[config.mk]
export PLATFORM = sky130hd
export DESIGN_NAME = learning_switch_forwarder_unit
export DESIGN_NICKNAME = d
export VERILOG_FILES = /design/src/sv/lsf_pkg.sv /design/src/sv/lsf_ram.sv /design/src/sv/lsf_front.sv /design/src/sv/lsf_queue.sv /design/src/sv/lsf_back.sv /design/src/sv/learning_switch_forwarder_unit.sv
export VERILOG_INCLUDE_DIRS = /design/src /design/src/sv
export SDC_FILE = /design/constraint.sdc
export NUM_CORES = 2
export LEC_CHECK = 0
export BUFFER_PORTS_ARGS = -buffer_cell sky130_fd_sc_hd__buf_2
export CAP_MARGIN = 20
export CORE_UTILIZATION = 56
export CTS_BUF_LIST = sky130_fd_sc_hd__clkbuf_4
export DETAILED_ROUTE_END_ITERATION = 10
export GPL_TIMING_DRIVEN = 0
export PLACE_DENSITY = 0.76
export SLEW_MARGIN = 20
export SYNTH_ARGS = -nofsm -noshare
export SYNTH_HDL_FRONTEND = slang
export SYNTH_HIERARCHICAL = 1
export SYNTH_SLANG_ARGS = --single-unit
[constraint.sdc]
create_clock -name clk -period 8.7 [get_ports clk]
set_clock_uncertainty 0.05 [all_clocks]
set_input_delay 1.74 -clock clk [delete_from_list [all_inputs] [get_ports clk]]
set_output_delay 1.74 -clock clk [all_outputs]
set_load 0.01 [all_outputs]
[src/sv/learning_switch_forwarder_unit_defines.svh]
// Assertion macros shared by the learning switch forwarder RTL.
// No dependencies; define ASSERT_OFF to compile the checks out.
`ifndef LEARNING_SWITCH_FORWARDER_UNIT_DEFINES_SVH
`define LEARNING_SWITCH_FORWARDER_UNIT_DEFINES_SVH

`ifndef ASSERT_OFF

// Same-cycle implication, checked outside reset
`define LSF_ASSERT_IMP(label, clk, rst_n, ante, cons) \
	label: assert property (@(posedge clk) disable iff (!rst_n) (ante) |-> (cons)) \
		else $error("lsf assertion failed (same cycle)");

// Next-cycle implication, checked outside reset
`define LSF_ASSERT_NXT(label, clk, rst_n, ante, cons) \
	label: assert property (@(posedge clk) disable iff (!rst_n) (ante) |=> (cons)) \
		else $error("lsf assertion failed (next cycle)");

`else

`define LSF_ASSERT_IMP(label, clk, rst_n, ante, cons)
`define LSF_ASSERT_NXT(label, clk, rst_n, ante, cons)

`endif

`endif

[src/sv/lsf_pkg.sv]
// Shared constants and types for the learning switch forwarder.
// No dependencies; imported by every lsf module except lsf_ram.
package lsf_pkg;

	// Table and port sizing
	localparam int TABLE_DEPTH = 64;
	localparam int NUM_PORTS   = 16;
	localparam int ID_WIDTH    = 16;
	localparam int PORT_W      = 4;
	localparam int MASK_W      = 16;
	localparam int ADDR_W      = $clog2(TABLE_DEPTH);
	localparam int COUNT_W     = $clog2(TABLE_DEPTH + 1);

	// Request queue between front and back
	localparam int Q_DEPTH = 2;
	localparam int QPTR_W  = $clog2(Q_DEPTH);
	localparam int QCNT_W  = $clog2(Q_DEPTH + 1);

	typedef enum logic {
		OP_FORWARD = 1'b0,
		OP_STATIC  = 1'b1
	} op_t;

	// Classified request handed from front to back
	typedef struct packed {
		op_t                 op;
		logic [ID_WIDTH-1:0] src;
		logic [ID_WIDTH-1:0] dst;
		logic [PORT_W-1:0]   port;
		logic [MASK_W-1:0]   fmask;
	} item_t;

	// One table entry as stored in RAM
	typedef struct packed {
		logic [ID_WIDTH-1:0] id;
		logic [PORT_W-1:0]   port;
	} entry_t;

	localparam int ENTRY_W = $bits(entry_t);

	typedef struct packed {
		logic [PORT_W-1:0] out_port;
		logic              flood;
		logic [MASK_W-1:0] flood_mask;
		logic              learned;
		logic              table_full;
	} result_t;

	typedef struct packed {
		logic               busy;
		logic [COUNT_W-1:0] entry_count;
	} status_t;

	typedef enum logic [1:0] {
		ST_IDLE,
		ST_SCAN,
		ST_FINISH
	} bk_state_t;

endpackage

[src/sv/lsf_ram.sv]
// Generic single-write, single-read RAM with registered read data.
// No dependencies.
module lsf_ram #(
	parameter int WIDTH = 8,
	parameter int DEPTH = 16
) (
	input  logic                     clk,
	input  logic                     we,
	input  logic [$clog2(DEPTH)-1:0] waddr,
	input  logic [WIDTH-1:0]         wdata,
	input  logic                     re,
	input  logic [$clog2(DEPTH)-1:0] raddr,
	output logic [WIDTH-1:0]         rdata
);

	logic [WIDTH-1:0] mem_q [DEPTH];

	always_ff @(posedge clk) begin
		if (we) begin
			mem_q[waddr] <= wdata;
		end
		if (re) begin
			rdata <= mem_q[raddr];
		end
	end

endmodule

[src/sv/lsf_front.sv]
// Front end: takes requests off the input channel and classifies them.
// Depends on lsf_pkg; feeds lsf_queue.
module lsf_front (
	input  logic                         in_valid,
	output logic                         in_stall,
	input  logic                         cmd,
	input  logic [lsf_pkg::ID_WIDTH-1:0] src_id,
	input  logic [lsf_pkg::ID_WIDTH-1:0] dest_id,
	input  logic [lsf_pkg::PORT_W-1:0]   in_port,
	input  logic [lsf_pkg::MASK_W-1:0]   port_mask,
	input  logic                         q_full,
	output logic                         push,
	output lsf_pkg::item_t               push_item
);
	import lsf_pkg::*;

	logic [MASK_W-1:0] fmask;

	// Stall only on a full queue
	assign in_stall = q_full;
	assign push     = in_valid & ~q_full;

	// Flood mask: connected ports minus the ingress port, when it is a real port
	always_comb begin
		fmask = port_mask;
		if (32'(in_port) < NUM_PORTS) begin
			fmask = port_mask & ~(MASK_W'(1) << in_port);
		end
	end

	// Decode the request
	always_comb begin
		push_item.op    = cmd ? OP_STATIC : OP_FORWARD;
		push_item.src   = src_id;
		push_item.dst   = dest_id;
		push_item.port  = in_port;
		push_item.fmask = fmask;
	end

endmodule

[src/sv/lsf_queue.sv]
// Short request queue between front and back ends.
// Depends on lsf_pkg.
module lsf_queue (
	input  logic           clk,
	input  logic           arst_n,
	input  logic           push,
	input  lsf_pkg::item_t push_item,
	output logic           full,
	input  logic           pop,
	output logic           valid,
	output lsf_pkg::item_t head
);
	import lsf_pkg::*;

	item_t             slot_q [Q_DEPTH];
	logic [QPTR_W-1:0] wr_ptr_q;
	logic [QPTR_W-1:0] rd_ptr_q;
	logic [QCNT_W-1:0] cnt_q;
	logic              do_push;
	logic              do_pop;

	assign full    = (cnt_q == QCNT_W'(Q_DEPTH));
	assign valid   = (cnt_q != '0);
	assign head    = slot_q[rd_ptr_q];
	assign do_push = push & ~full;
	assign do_pop  = pop & valid;

	// Pointers and fill count
	always_ff @(posedge clk or negedge arst_n) begin
		if (!arst_n) begin
			wr_ptr_q <= '0;
			rd_ptr_q <= '0;
			cnt_q    <= '0;
		end else begin
			if (do_push) begin
				wr_ptr_q <= (wr_ptr_q == QPTR_W'(Q_DEPTH - 1)) ? '0 : wr_ptr_q + 1'b1;
			end
			if (do_pop) begin
				rd_ptr_q <= (rd_ptr_q == QPTR_W'(Q_DEPTH - 1)) ? '0 : rd_ptr_q + 1'b1;
			end
			if (do_push && !do_pop) begin
				cnt_q <= cnt_q + 1'b1;
			end else if (do_pop && !do_push) begin
				cnt_q <= cnt_q - 1'b1;
			end
		end
	end

	// Storage
	always_ff @(posedge clk) begin
		if (do_push) begin
			slot_q[wr_ptr_q] <= push_item;
		end
	end

endmodule

[src/sv/lsf_back.sv]
// Back end: scans the address table, learns, and forms the result.
// Depends on lsf_pkg and lsf_ram.
module lsf_back (
	input  logic              clk,
	input  logic              arst_n,
	input  logic              q_valid,
	input  lsf_pkg::item_t    q_item,
	output logic              q_pop,
	output logic              out_valid,
	input  logic              out_stall,
	output lsf_pkg::result_t  out_res,
	output lsf_pkg::status_t  status
);
	import lsf_pkg::*;

	bk_state_t            state_q;
	bk_state_t            state_d;
	item_t                item_q;
	logic [COUNT_W-1:0]   count_q;
	logic [COUNT_W-1:0]   idx_q;
	logic                 rd_pend_q;
	logic                 src_hit_q;
	logic                 dst_hit_q;
	logic [PORT_W-1:0]    dst_port_q;
	logic                 out_valid_q;
	result_t              res_q;

	logic                 ram_re;
	logic                 ram_we;
	logic [ENTRY_W-1:0]   ram_rdata;
	entry_t               rd_entry;
	entry_t               wr_entry;
	logic                 out_free;
	logic                 out_load;
	logic                 need_write;
	logic                 room;
	result_t              res_d;

	assign rd_entry = entry_t'(ram_rdata);
	assign wr_entry = '{id: item_q.src, port: item_q.port};

	lsf_ram #(
		.WIDTH (ENTRY_W),
		.DEPTH (TABLE_DEPTH)
	) u_table (
		.clk   (clk),
		.we    (ram_we),
		.waddr (count_q[ADDR_W-1:0]),
		.wdata (wr_entry),
		.re    (ram_re),
		.raddr (idx_q[ADDR_W-1:0]),
		.rdata (ram_rdata)
	);

	// Result of the finished request
	assign out_free   = ~out_valid_q | ~out_stall;
	assign need_write = (item_q.op == OP_STATIC) | ~src_hit_q;
	assign room       = (count_q < COUNT_W'(TABLE_DEPTH));

	always_comb begin
		res_d            = '0;
		res_d.learned    = need_write & room;
		res_d.table_full = need_write & ~room;
		if (item_q.op == OP_FORWARD) begin
			if (dst_hit_q) begin
				res_d.out_port = dst_port_q;
			end else begin
				res_d.flood      = 1'b1;
				res_d.flood_mask = item_q.fmask;
			end
		end
	end

	// Sequencer: next state and strobes
	always_comb begin
		state_d  = state_q;
		q_pop    = 1'b0;
		ram_re   = 1'b0;
		ram_we   = 1'b0;
		out_load = 1'b0;
		unique case (state_q)
			ST_IDLE: begin
				if (q_valid) begin
					q_pop   = 1'b1;
					state_d = (q_item.op == OP_STATIC) ? ST_FINISH : ST_SCAN;
				end
			end
			ST_SCAN: begin
				// one entry per cycle, oldest first
				if (idx_q < count_q) begin
					ram_re = 1'b1;
				end else begin
					state_d = ST_FINISH;
				end
			end
			ST_FINISH: begin
				if (out_free) begin
					out_load = 1'b1;
					ram_we   = res_d.learned;
					state_d  = ST_IDLE;
				end
			end
			default: state_d = ST_IDLE;
		endcase
	end

	// Control registers
	always_ff @(posedge clk or negedge arst_n) begin
		if (!arst_n) begin
			state_q     <= ST_IDLE;
			count_q     <= '0;
			idx_q       <= '0;
			rd_pend_q   <= 1'b0;
			src_hit_q   <= 1'b0;
			dst_hit_q   <= 1'b0;
			out_valid_q <= 1'b0;
		end else begin
			state_q   <= state_d;
			rd_pend_q <= ram_re;
			if (q_pop) begin
				idx_q     <= '0;
				src_hit_q <= 1'b0;
				dst_hit_q <= 1'b0;
			end else if (ram_re) begin
				idx_q <= idx_q + 1'b1;
			end
			// compare the entry read last cycle
			if (rd_pend_q) begin
				if (rd_entry.id == item_q.src) begin
					src_hit_q <= 1'b1;
				end
				if (rd_entry.id == item_q.dst) begin
					dst_hit_q <= 1'b1;
				end
			end
			if (ram_we) begin
				count_q <= count_q + 1'b1;
			end
			if (out_load) begin
				out_valid_q <= 1'b1;
			end else if (!out_stall) begin
				out_valid_q <= 1'b0;
			end
		end
	end

	// Payload registers
	always_ff @(posedge clk) begin
		if (q_pop) begin
			item_q <= q_item;
		end
		// newest matching entry wins
		if (rd_pend_q && rd_entry.id == item_q.dst) begin
			dst_port_q <= rd_entry.port;
		end
		if (out_load) begin
			res_q <= res_d;
		end
	end

	assign out_valid          = out_valid_q;
	assign out_res            = res_q;
	assign status.busy        = (state_q != ST_IDLE);
	assign status.entry_count = count_q;

endmodule

[src/sv/learning_switch_forwarder_unit.sv]
// Top level of the learning switch forwarder: config register, front, queue, back.
// Depends on lsf_pkg, lsf_front, lsf_queue, lsf_back and the defines header.
`include "learning_switch_forwarder_unit_defines.svh"

// Learning bridge address table. Each request is either a frame (cmd 0) or a
// static entry (cmd 1) and yields exactly one result. A frame scans the table
// from oldest to newest entry through the single read port of the table RAM,
// one entry per cycle, and a static entry skips the scan. The front end and a
// two-deep request queue keep accepting while the back end scans, until the
// queue is full, and a result register holds a finished result while the next
// request starts. Unknown sources are learned with the ingress port while room
// is left; otherwise table_full is raised. connected_port_mask is written
// through the cfg port, which is always ready; write it only while the block is
// idle.
module learning_switch_forwarder_unit (
	input  logic                         clk,
	input  logic                         arst_n,
	// configuration
	input  logic                         cfg_valid,
	output logic                         cfg_ready,
	input  logic [lsf_pkg::MASK_W-1:0]   cfg_data,
	// request channel
	input  logic                         in_valid,
	output logic                         in_stall,
	input  logic                         cmd,
	input  logic [lsf_pkg::ID_WIDTH-1:0] src_id,
	input  logic [lsf_pkg::ID_WIDTH-1:0] dest_id,
	input  logic [lsf_pkg::PORT_W-1:0]   in_port,
	// result channel
	output logic                         out_valid,
	input  logic                         out_stall,
	output logic [lsf_pkg::PORT_W-1:0]   out_port,
	output logic                         flood,
	output logic [lsf_pkg::MASK_W-1:0]   flood_mask,
	output logic                         learned,
	output logic                         table_full
);
	import lsf_pkg::*;

	logic [MASK_W-1:0] port_mask_q;
	logic              push;
	item_t             push_item;
	logic              q_full;
	logic              q_valid;
	item_t             q_head;
	logic              q_pop;
	result_t           res;
	status_t           status;

	// Connected port mask register
	assign cfg_ready = 1'b1;

	always_ff @(posedge clk or negedge arst_n) begin
		if (!arst_n) begin
			port_mask_q <= '0;
		end else if (cfg_valid && cfg_ready) begin
			port_mask_q <= cfg_data;
		end
	end

	lsf_front u_front (
		.in_valid  (in_valid),
		.in_stall  (in_stall),
		.cmd       (cmd),
		.src_id    (src_id),
		.dest_id   (dest_id),
		.in_port   (in_port),
		.port_mask (port_mask_q),
		.q_full    (q_full),
		.push      (push),
		.push_item (push_item)
	);

	lsf_queue u_queue (
		.clk       (clk),
		.arst_n    (arst_n),
		.push      (push),
		.push_item (push_item),
		.full      (q_full),
		.pop       (q_pop),
		.valid     (q_valid),
		.head      (q_head)
	);

	lsf_back u_back (
		.clk       (clk),
		.arst_n    (arst_n),
		.q_valid   (q_valid),
		.q_item    (q_head),
		.q_pop     (q_pop),
		.out_valid (out_valid),
		.out_stall (out_stall),
		.out_res   (res),
		.status    (status)
	);

	// Result fields
	assign out_port   = res.out_port;
	assign flood      = res.flood;
	assign flood_mask = res.flood_mask;
	assign learned    = res.learned;
	assign table_full = res.table_full;

	// Checks
	`LSF_ASSERT_IMP(a_count_bound, clk, arst_n, 1'b1, status.entry_count <= COUNT_W'(TABLE_DEPTH))
	`LSF_ASSERT_IMP(a_flood_no_port, clk, arst_n, out_valid && flood, out_port == '0)
	`LSF_ASSERT_IMP(a_learn_xor_full, clk, arst_n, out_valid && learned, !table_full)
	`LSF_ASSERT_NXT(a_pop_spacing, clk, arst_n, q_pop, !q_pop && status.busy)

endmodule

== Word-level counts from Yosys, hierarchy flattened ==
Memory sizes are Yosys's and may differ from the RTL's. A register that Yosys moved wholly into a read port is not among the register bits.
Index checks and enable logic that the tools add are counted.

* Add/sub/neg operators: 6
* Order comparisons: 2
* Equality and inequality tests: 9
* Shift-type cells: 1
* Multiplexer cells: 33
* Bitwise gates (word level): 15
* Reduce and logical (&&, ||, !) cells: 12

{| class="wikitable"
|+ Operator list
! cell !! number
|-
| $eq A16 B16 Y1 || 2
|-
| $mux W1 || 23
|-
| $mux W17 || 1
|-
| $and A16 B16 Y16 || 1
|-
| $not A16 Y16 || 1
|-
| $shl A1 B4 Y16 const A || 1
|-
| $add A7 B1 Y7 const B || 2
|-
| $mux W7 || 2
|-
| $mux W2 || 6
|-
| $lt A7 B7 Y1 || 1
|-
| $lt A7 B7 Y1 const B || 1
|-
| $ne A2 B1 Y1 const B || 3
|-
| $not A1 Y1 || 6
|-
| $pmux W2 S3 || 1
|-
| $reduce_bool A2 Y1 || 3
|-
| $and A1 B1 Y1 || 5
|-
| $eq A2 B2 Y1 const B || 2
|-
| $reduce_or A2 Y1 || 2
|-
| $logic_and A1 B1 Y1 || 3
|-
| $reduce_and A3 Y1 || 1
|-
| $add A1 B1 Y1 const B || 2
|-
| $add A2 B1 Y2 const B || 1
|-
| $eq A2 B1 Y1 const B || 1
|-
| $logic_not A1 Y1 || 2
|-
| 4 further kinds || 5
|}

* Flip-flop bits (word level): 120
* Bits in writable memories: 1386
* Input port bits: 58
* Output and inout port bits: 26
* Logic and storage cells: 102
* Memories: 2

{| class="wikitable"
|+ Memory list
! memory !! depth !! width !! read ports !! clocked after Yosys merged registers in !! wr ports !! line !! source
|-
| u_back.u_table.mem_q || 64 || 20 || 1 || 1 || 1 || lsf_ram.sv:16 || <nowiki>logic [WIDTH-1:0] mem_q [DEPTH];</nowiki>
|-
| u_queue.slot_q || 2 || 53 || 1 || 0 || 1 || lsf_queue.sv:15 || <nowiki>item_t slot_q [Q_DEPTH];</nowiki>
|}

== Logic depth before layout (Yosys ltp) ==
* Depth after elaboration: 8
* Depth in mapped cells: 10
* Mapped depth without buffers: 9

== By module ==
Netlist, hierarchy kept.

{| class="wikitable"
|+ Modules (own cells, without submodules)
! module !! instances !! cells each !! area an instance (µm²) !! seq. area each (µm²)
|-
| lsf_ram || 1 || 2243 || 49695.2 || 39037.4
|-
| lsf_queue || 1 || 184 || 4272.8 || 3283.1
|-
| lsf_back || 1 || 248 || 3923.8 || 2902.8
|-
| learning_switch_forwarder_unit || 1 || 36 || 660.6 || 400.4
|-
| lsf_front || 1 || 67 || 475.5 || 0.0
|}

== Worst setup path after synthesis ==
No wires, ideal clock.

* Path type: input port to flip-flop
* Start: in in_valid
* End: mem u_queue/slot_q[0][0] (netlist name) (enable)
* Setup time: 0.464 ns
* Arrival: 4.204 ns
* Data required time: 8.186 ns
* Slack: 3.983 ns
* Cell stages on the path: 3
* Buffers on the path: 0
* Cells stage by stage: nor2b_1 -> nand2_1 -> nor2_1

* Cells in the longest elaborated chain, start to end: 4

{| class="wikitable"
|+ RTL lines
! item !! line !! source
|-
| start: declaration || learning_switch_forwarder_unit.sv:23 || <nowiki>input logic in_valid,</nowiki>
|-
| $and A1 B1 Y1 || lsf_front.sv:21 || <nowiki>assign push = in_valid & ~q_full;</nowiki>
|-
| $and A1 B1 Y1 || lsf_queue.sv:25 || <nowiki>assign do_push = push & ~full;</nowiki>
|-
| $mux W1 || lsf_queue.sv:51 || <nowiki>if (do_push) begin</nowiki>
|-
| $mux W1 (implied by the code) || lsf_queue.sv:52 || <nowiki>slot_q[wr_ptr_q] <= push_item;</nowiki>
|-
| end: declaration || lsf_queue.sv:15 ||
|}

No other way between the ends.

== Worst setup path after layout ==
* Start: reg u_back.idx_q[1]
* End: reg u_back.u_table.rdata[11], read port of u_back.u_table.mem_q, data pin

* Cells in the longest elaborated chain, start to end: 3

{| class="wikitable"
|+ RTL lines
! item !! line !! source
|-
| start: declaration || lsf_back.sv:20 || <nowiki>logic [COUNT_W-1:0] idx_q;</nowiki>
|-
| start signal: assignment || lsf_back.sv:125 || <nowiki>idx_q <= idx_q + 1'b1;</nowiki>
|-
| $lt A7 B7 Y1 || lsf_back.sv:90 || <nowiki>if (idx_q < count_q) begin</nowiki>
|-
| $mux W1 || lsf_back.sv:90 ||
|-
| $mux W1 || lsf_back.sv:81 || <nowiki>unique case (state_q)</nowiki>
|-
| end: declaration || lsf_ram.sv:13 || <nowiki>output logic [WIDTH-1:0] rdata</nowiki>
|}

Parallel ways exist; a longest one is shown, timed or not.
A chain may end at the register's enable or synchronous reset.

==> results.ini <==
[power_and_ir_drop]
p_clk_frac=0.279
peakVddDrop_mv=0.235
sw_frac_of_total=0.288
switchingPower_mw=5.73
power.share.sequential=0.489
finalPower_mw=19.9
power_density_nw_per_um2=295
comb_power_share=0.232
p_leak_nw=21.9
p_int_mw=14.2

[routing]
vias_per_cell=6.25
wl_um=139000
drc=0
vias=30700
first_pass_iters=6
ant_nets=0
drt-wirelength-per-cell_um=28.2
drt_first_iter_violations=4051

[clock_tree]
cts_hold_buf=0
cts_buffer_depth=4
cts_resized=0
cts_tree=done
numCtsBuffers=369
clk_transition_reported_paths_ps=70
clk-insertion-delay-late_ps=1190
clock-root-buffer=clkbuf_4
cts.sinks=1526
h-tree-depth=5
post_cts_buffers=0

[worst_setup_path]
cp-end-kind=flip-flop
crit-reg2reg-launch=u_back/idx_q[1]
required_ps=9540
worst-path-max-fanout=10
start_kind=flip-flop
path_class=reg2reg
r2r_cells=9
crit_arrival_ps=5150
rr_endpoint=u_back/u_table/rdata[11]
reg2reg_setup_slack_ps=4390

[timing]
rsz0062_at_grt=false
period_needed_ps=4310
relSlewSlack=0.286
whs_ps=361
drv_slew=0
setup_viol=0
setup_ws_ps=4390
final.setup.tns_ps=0
worstMarginPinSlew_ps=1070
fmax_mhz=232
final.period_utilization=0.495
timing_hold_violations_final=0

[synthesis]
yosys_warnings=6
syn_avg_cell_area_sq_um=21.3
syn-cell-area_sq_um=59000
synth_fp_nets=2844
syn_inst=2777

[layout]
area_growth_pct=14.0
fin_area_sq_um=67300
nNetsFinal=3341
fin_cells=4913
layout-drive-gt1-share=0.346
final_util=0.648
nFillCells=6673

[floorplan]
placementRows=118
start_util=0.568
die_y_um=327
dieArea_sq_um=107000
core_area_sq_um=104000
ioPinCount=84
die-width_um=327

[min_path]
hold_path.class=reg2reg
whs_endpoint=u_back/dst_port_q[2]
whs_path_depth=0
hp-start=u_back/u_table/rdata[2]

[flow_run]
cap_violations=0

[outcome]
status=finished, final reports clean

[global_routing]
antenna_found_initial=7
grt_pass1_vias=31300
grt-ovfl-total=0
grt_max_degree=59
grt_pass1_wl_um=202000
gr-usage-all-layers=0.263

[placement]
place_inst=4283
gp_congestion=0.916
port_buffers=48
dp_slack_ps=3570
hpwl_um=92000
place_area_sq_um=62800

==> worst max-delay path: stages (launching register included) <==
cell	delay (ps)
dfrtp_1	450
buf_2	290
buf_4	280
buf_2	280
nor2_1	830
buf_2	430
a22oi_1	150
a31oi_1	570
o21ai_0	410
and3_1	290
==> final cells by class <==
| type | instances | area (sq um) | share of cell area |
|---|---|---|---|
| multi-input combinational | 1060 | 12700 | 0.189 |
| clock buffer | 523 | 3930 | 0.0583 |
| antenna | 2 | 5.00 | 0.0000744 |
| tap | 1380 | 1730 | 0.0257 |
| inverter | 15 | 58.8 | 0.000874 |
| buffer | 176 | 1110 | 0.0166 |
| sequential | 1526 | 45600 | 0.678 |
| timing repair buffer | 126 | 1600 | 0.0238 |
| clock inverter | 105 | 537 | 0.00798 |
==> power by group through the flow <==
stage / clock [mW] / combinational [mW] / sequential (mW)
after floorplan: 0 / 2.34 / 10.1
after global placement: 0 / 3.20 / 10.7
after detailed placement: 0 / 4.55 / 9.88
after CTS: 5.67 / 4.57 / 9.73
after global routing: 6.03 / 4.80 / 9.77
final: 5.55 / 4.60 / 9.73
==> layer usage <==
layer  routed length (um)  global-route usage
met1                50400               0.356
met2                65800               0.404
met3                17600              0.0777
met4                 4830               0.107
met5                   13                   0
==> how the worst max path moves through the flow <==
stage | start | end | slack (ps) | depth (start not counted)
global route | u_back/idx_q[1] | u_back/u_table/rdata[11] | 4300 | 9
detailed placement | out_stall | u_back/u_table/mem_q[38][11] | 3570 | 6
global placement | in_valid | u_queue/slot_q[0][4] | 2750 | 4
floorplan | in_valid | u_queue/slot_q[0][0] | 3980 | 3
finish | u_back/idx_q[1] | u_back/u_table/rdata[11] | 4390 | 9
CTS | u_back/idx_q[1] | u_back/u_table/rdata[11] | 4520 | 9
==> registers in the layout, indices dropped and copies added (netlist names), 2 cells and up <==
register	cells
u_back/dst_port_q	4
u_queue/cnt_q	2
port_mask_q	16
u_back/idx_q	7
u_queue/slot_q	106
u_back/item_q	53
u_back/u_table/rdata	20
u_back/out_res	23
u_back/u_table/mem_q	1280
u_back/count_q	7
u_back/state_q	2
==> layout by cell type, fill, tap and decap left out, types with 13 or more instances in the layout <==
cell      count
and2_1       22
buf_2        96
a31oi_1      36
a22oi_1      64
a21o_1       16
mux4_2      264
nand2_1      31
buf_6        14
nand4_1      13
buf_16       16
buf_4        63
clkbuf_4    523
o22ai_1      52
nor2_4       59
and3_1       18
inv_1        14
o21ai_0      38
clkbuf_1     50
nor2_1       22
clkinv_2     13
xnor2_1      40
buf_8        50
mux2i_1     186
clkinv_1     77
dfrtp_1      40
edfxtp_1   1486
mux2_2       16
o31ai_1      16
mux2_4       59
Note: power is estimated with default switching activity, not from simulation.
